**src/rtl/dsrt_pkg.sv**
```systemverilog
`timescale 1ns / 1ps
`default_nettype none
package dsrt_pkg;

  localparam int DAY_W   = 5;
  localparam int MONTH_W = 4;
  localparam int YEAR_W  = 14;
  localparam int KEY_W   = YEAR_W + MONTH_W + DAY_W;

  typedef logic [KEY_W-1:0] date_key_t;

  typedef struct packed {
    logic [DAY_W-1:0]   day;
    logic [MONTH_W-1:0] month;
    logic [YEAR_W-1:0]  year;
    logic               last;
  } date_in_t;

  typedef struct packed {
    logic [DAY_W-1:0]   out_day;
    logic [MONTH_W-1:0] out_month;
    logic [YEAR_W-1:0]  out_year;
    logic               out_last;
    logic               overflow;
  } date_out_t;

  // date moving right through the chain
  typedef struct packed {
    logic      valid;
    date_key_t key;
  } carry_t;

  // date held in a cell, seen by its left neighbor
  typedef struct packed {
    logic      occ;
    date_key_t key;
  } slot_t;

  typedef enum logic [1:0] {
    ST_LOAD,
    ST_DRAIN,
    ST_EMIT
  } state_t;

  function automatic date_key_t pack_key(input date_in_t d);
    return {d.year, d.month, d.day};
  endfunction

endpackage
`default_nettype wire

```
**src/rtl/dsrt_cell.sv**
```systemverilog
`timescale 1ns / 1ps
`default_nettype none
module dsrt_cell (
  input  wire logic            clk,
  input  wire logic            rst_n,
  input  wire logic            shift,
  input  wire dsrt_pkg::carry_t carry_i,
  input  wire dsrt_pkg::slot_t  nbr_i,
  output dsrt_pkg::carry_t      carry_o,
  output dsrt_pkg::slot_t       slot_o
);

  logic                occ_r, occ_nxt;
  dsrt_pkg::date_key_t key_r, key_nxt;
  logic                cv_r, cv_nxt;
  dsrt_pkg::date_key_t ck_r, ck_nxt;

  always_comb begin
    occ_nxt = occ_r;
    key_nxt = key_r;
    cv_nxt  = 1'b0;
    ck_nxt  = ck_r;
    if (shift) begin
      // take the right neighbor's date
      occ_nxt = nbr_i.occ;
      key_nxt = nbr_i.key;
    end else if (carry_i.valid) begin
      if (!occ_r) begin
        occ_nxt = 1'b1;
        key_nxt = carry_i.key;
      end else if (carry_i.key < key_r) begin
        // keep the smaller, pass the held date on
        key_nxt = carry_i.key;
        cv_nxt  = 1'b1;
        ck_nxt  = key_r;
      end else begin
        cv_nxt = 1'b1;
        ck_nxt = carry_i.key;
      end
    end
  end

  always_ff @(posedge clk) begin
    if (!rst_n) begin
      occ_r <= 1'b0;
      cv_r  <= 1'b0;
    end else begin
      occ_r <= occ_nxt;
      cv_r  <= cv_nxt;
    end
    key_r <= key_nxt;
    ck_r  <= ck_nxt;
  end

  assign carry_o = '{valid: cv_r, key: ck_r};
  assign slot_o  = '{occ: occ_r, key: key_r};

endmodule
`default_nettype wire

```
**config.mk**
```make
export PLATFORM = sky130hd
export DESIGN_NAME = dsrt_cell
export DESIGN_NICKNAME = d
export VERILOG_FILES = /design/src/rtl/dsrt_pkg.sv /design/src/rtl/dsrt_cell.sv
export SDC_FILE = /design/constraint.sdc
export NUM_CORES = 1
export LEC_CHECK = 0
export ABC_CLOCK_PERIOD_IN_PS = 6660
export BUFFER_PORTS_ARGS = -buffer_cell sky130_fd_sc_hd__buf_2
export CAP_MARGIN = 30
export CORE_MARGIN = 1
export CORE_UTILIZATION = 54
export DETAILED_ROUTE_END_ITERATION = 7
export PLACE_DENSITY_LB_ADDON = 0.1
export RECOVER_POWER = 50
export SLEW_MARGIN = 20
export SYNTH_ARGS = -nofsm -noshare
export SYNTH_HDL_FRONTEND = slang
export SYNTH_SLANG_ARGS = --single-unit
```
**constraint.sdc**
```tcl
create_clock -name clk -period 6.66 [get_ports clk]
set_input_delay 0.333 -clock clk [delete_from_list [all_inputs] [get_ports clk]]
set_output_delay 0.333 -clock clk [all_outputs]
set_load 0.02 [all_outputs]
```
==> results.ini <==
[run_status]
status=finished, final reports clean

[cells_and_area]
area_delta_synth_final_pct=20.8
layoutNonFillerInstCount=354
fin_nets=359
drive_gt1_frac=0.397
antenna_cells=0

[detailed_routing]
postRouteAntennaNets=0
vias=1761
drt_iter0_markers=40
avgViaCountPerCell=4.97
wire_per_inst_um=13.5
wl_mm=4.77
firstDrtPassIters=4
drc=0

[yosys]
synthTopCellsByArea=edfxtp_1 51%, mux2_2 11%, mux2_4 10%
synth_area_per_cell_um2=14.7
synth_cells=185
synth-main-ff-cell=edfxtp_1
syn_nets=258
synth_top_area_cell=edfxtp_1
seq_area_frac_synth=0.522
synth_cell_type_count=30
synth_top_area_frac=0.507
ys_ff_latch=48
async_flop_share=0
synth.most_common_cell=edfxtp_1
yosys-top-cells-count=46 x edfxtp_1, 27 x mux2_2, 22 x ha_1, 22 x inv_1, 19 x mux2_4
ys_warn_count=0
syn_area_um2=2720
synth_edf_count=46

[sta]
fin_crit_ns=3.22
fin_skew_ns=0.00756
max_slew.worst_pin.slew_ns=1.42
timing.final.crit_share=0.483
maxSlewViolCount=0
maxSlewHeadroom=0.0555
rsz0062_at_grt=no
hold_violations=0
setup_tns_ns=0
fmax_ghz=0.311
holdWs_ns=0.280
setup_viol=0

[floorplan]
die_area_um2=5330
die_h_um=73.0
core_area_um2=4790
die_w_um=73.0
initial_core_util=0.569
num_rows=25
io_pins=99

[place]
place_inst=346
io_buffers=98
place.gp.congestion=0.702
dpl.hpwl_mm=3.76

[cts]
htreeDepth=2
clkSinkCount=48
root_buffer=clkbuf_8
post-cts-setup-buffers=0
numCtsBuffers=5
cts_tree=done
clk_latency_ns=0.30
clockBufferDepth=2
clk_pin_slew_ns=0.09
cts_hold_buf=0
cts.repair.resized=0

[pwr]
p_leak_uw=0.00144
switchingPower_uw=203
switching_share=0.280
clockPowerShare=0.228
comb_power_share=0.259
power_density_nw_per_um2=220
total_power_uw=725
power_frac_seq=0.513
ir_drop_uv=191
p_int_uw=522

[grt]
grt_pass1_wl_mm=7.27
grt_max_degree=28
grt_pass1_vias=1651
overflow=0
antenna_found_initial=0
grtUsageTotal=0.183

[worst_hold_path]
hp-start=rst_n
min_to=cv_r
hold_depth=2
min_path_type=in -> reg

[critical_path]
arrival_ns=3.22
crit-reg2reg-launch=key_r[6]
worst_setup_path_start_kind=register
timing.rr.end=key_r[10]
endpoint_kind=register
critical_path.most_common_cell=buf_4
crit_slowest_cell=a21oi_2
critPathKind=reg -> reg
path_cells=inv_1, ha_1, and3_1, a221o_1, a31oi_4, o211ai_4, buf_4, a21oi_2, buf_4
worstPathRequired_ns=6.66
cpPeakStageDelay_ns=0.61
rrSetupSlack_ns=3.44
crit_fanout=15
reg2reg_depth=9

[run]
maxCapViolCount=0

flip-flops by register name, indices dropped and copies added (netlist names):
signal and flops:
ck_r 23, occ_r 1, cv_r 1, key_r 23
per-layer routing:
metal | GRT usage | part of all wire
met1 | 0.217 | 0.44
met2 | 0.327 | 0.51
met3 | 0.0483 | 0.046
met4 | 0.0458 | 0.0050
met5 | 0 | 0
cell usage in the layout (no fill, tap or decap), types with 2 or more instances in the layout:
cell type  netlist  layout
a21o_1           3       3
a21oi_1          8       7
and3_1           2       2
buf_2            0      51
buf_4            2       2
clkbuf_1         1      47
clkbuf_8         0       5
clkinv_2         0       2
dfxtp_1          2       2
edfxtp_1        46      46
ha_1            22      22
inv_1           22      22
mux2_2          27      27
mux2_4          19      19
nand2_1          6       6
nor2_1           3       3
nor2b_1          2       2
o21ai_0          3       3
per-stage QoR:
| step | utilization | worst slack (ns) | area (um2) |
|---|---|---|---|
| 3_3_place_gp | 0.679 | 3.39 | 3250 |
| 4_1_cts | 0.700 | 3.38 | 3350 |
| 6_report | 0.687 | 3.44 | 3290 |
| 2_1_floorplan | - | 3.24 | 2720 |
| 3_5_place_dp | 0.682 | 3.34 | 3270 |
| 5_1_grt | 0.687 | 3.29 | 3290 |
worst max-delay path by stage:
stage / from / end / slack (ns) / cells after the start
final: key_r[6] / key_r[10] / 3.44 / 9
after global routing: key_r[6] / key_r[2] / 3.29 / 9
after CTS: key_r[6] / key_r[9] / 3.38 / 9
after detailed placement: carry_i[6] / key_r[1] / 3.34 / 9
after global placement: carry_i[6] / key_r[5] / 3.39 / 9
after floorplan: key_r[6] / key_r[0] / 3.24 / 8
power by group through the flow:
stage / Combinational, uW / Clock, uW / Sequential, uW
6_report: 188 / 165 / 372
5_1_grt: 205 / 180 / 375
4_1_cts: 195 / 168 / 372
3_5_place_dp: 194 / 0 / 379
3_3_place_gp: 191 / 0 / 378
2_1_floorplan: 123 / 0 / 401
critical path, delay by kind of cell, from the launching register on:
family	cells	cell delay [ns]
AO/OA/AOI/OAI	4	1.33
AND/OR/NAND/NOR	1	0.23
flip-flops	1	0.41
adder cells (fa/ha/maj)	1	0.23
buffers and inverters	3	0.69
cell families after synthesis:
logic type	share of synthesized area
adders and majority gates	0.101
and+or+nand+nor	0.0432
AOI/OAI and AO/OA	0.0629
buffers and inverters	0.0547
muxes	0.216
DFF	0.522
layout make-up:
| class | instances | area (um2) |
|---|---|---|
| fillers | 416 | 1500 |
| clock inverters | 3 | 13.8 |
| repair buffers | 101 | 462 |
| flip-flops and latches | 48 | 1420 |
| inverters | 22 | 82.6 |
| clock buffers | 5 | 68.8 |
| well taps | 67 | 83.8 |
| multi-input cells | 108 | 1160 |
(Power assumes the default switching activity.)
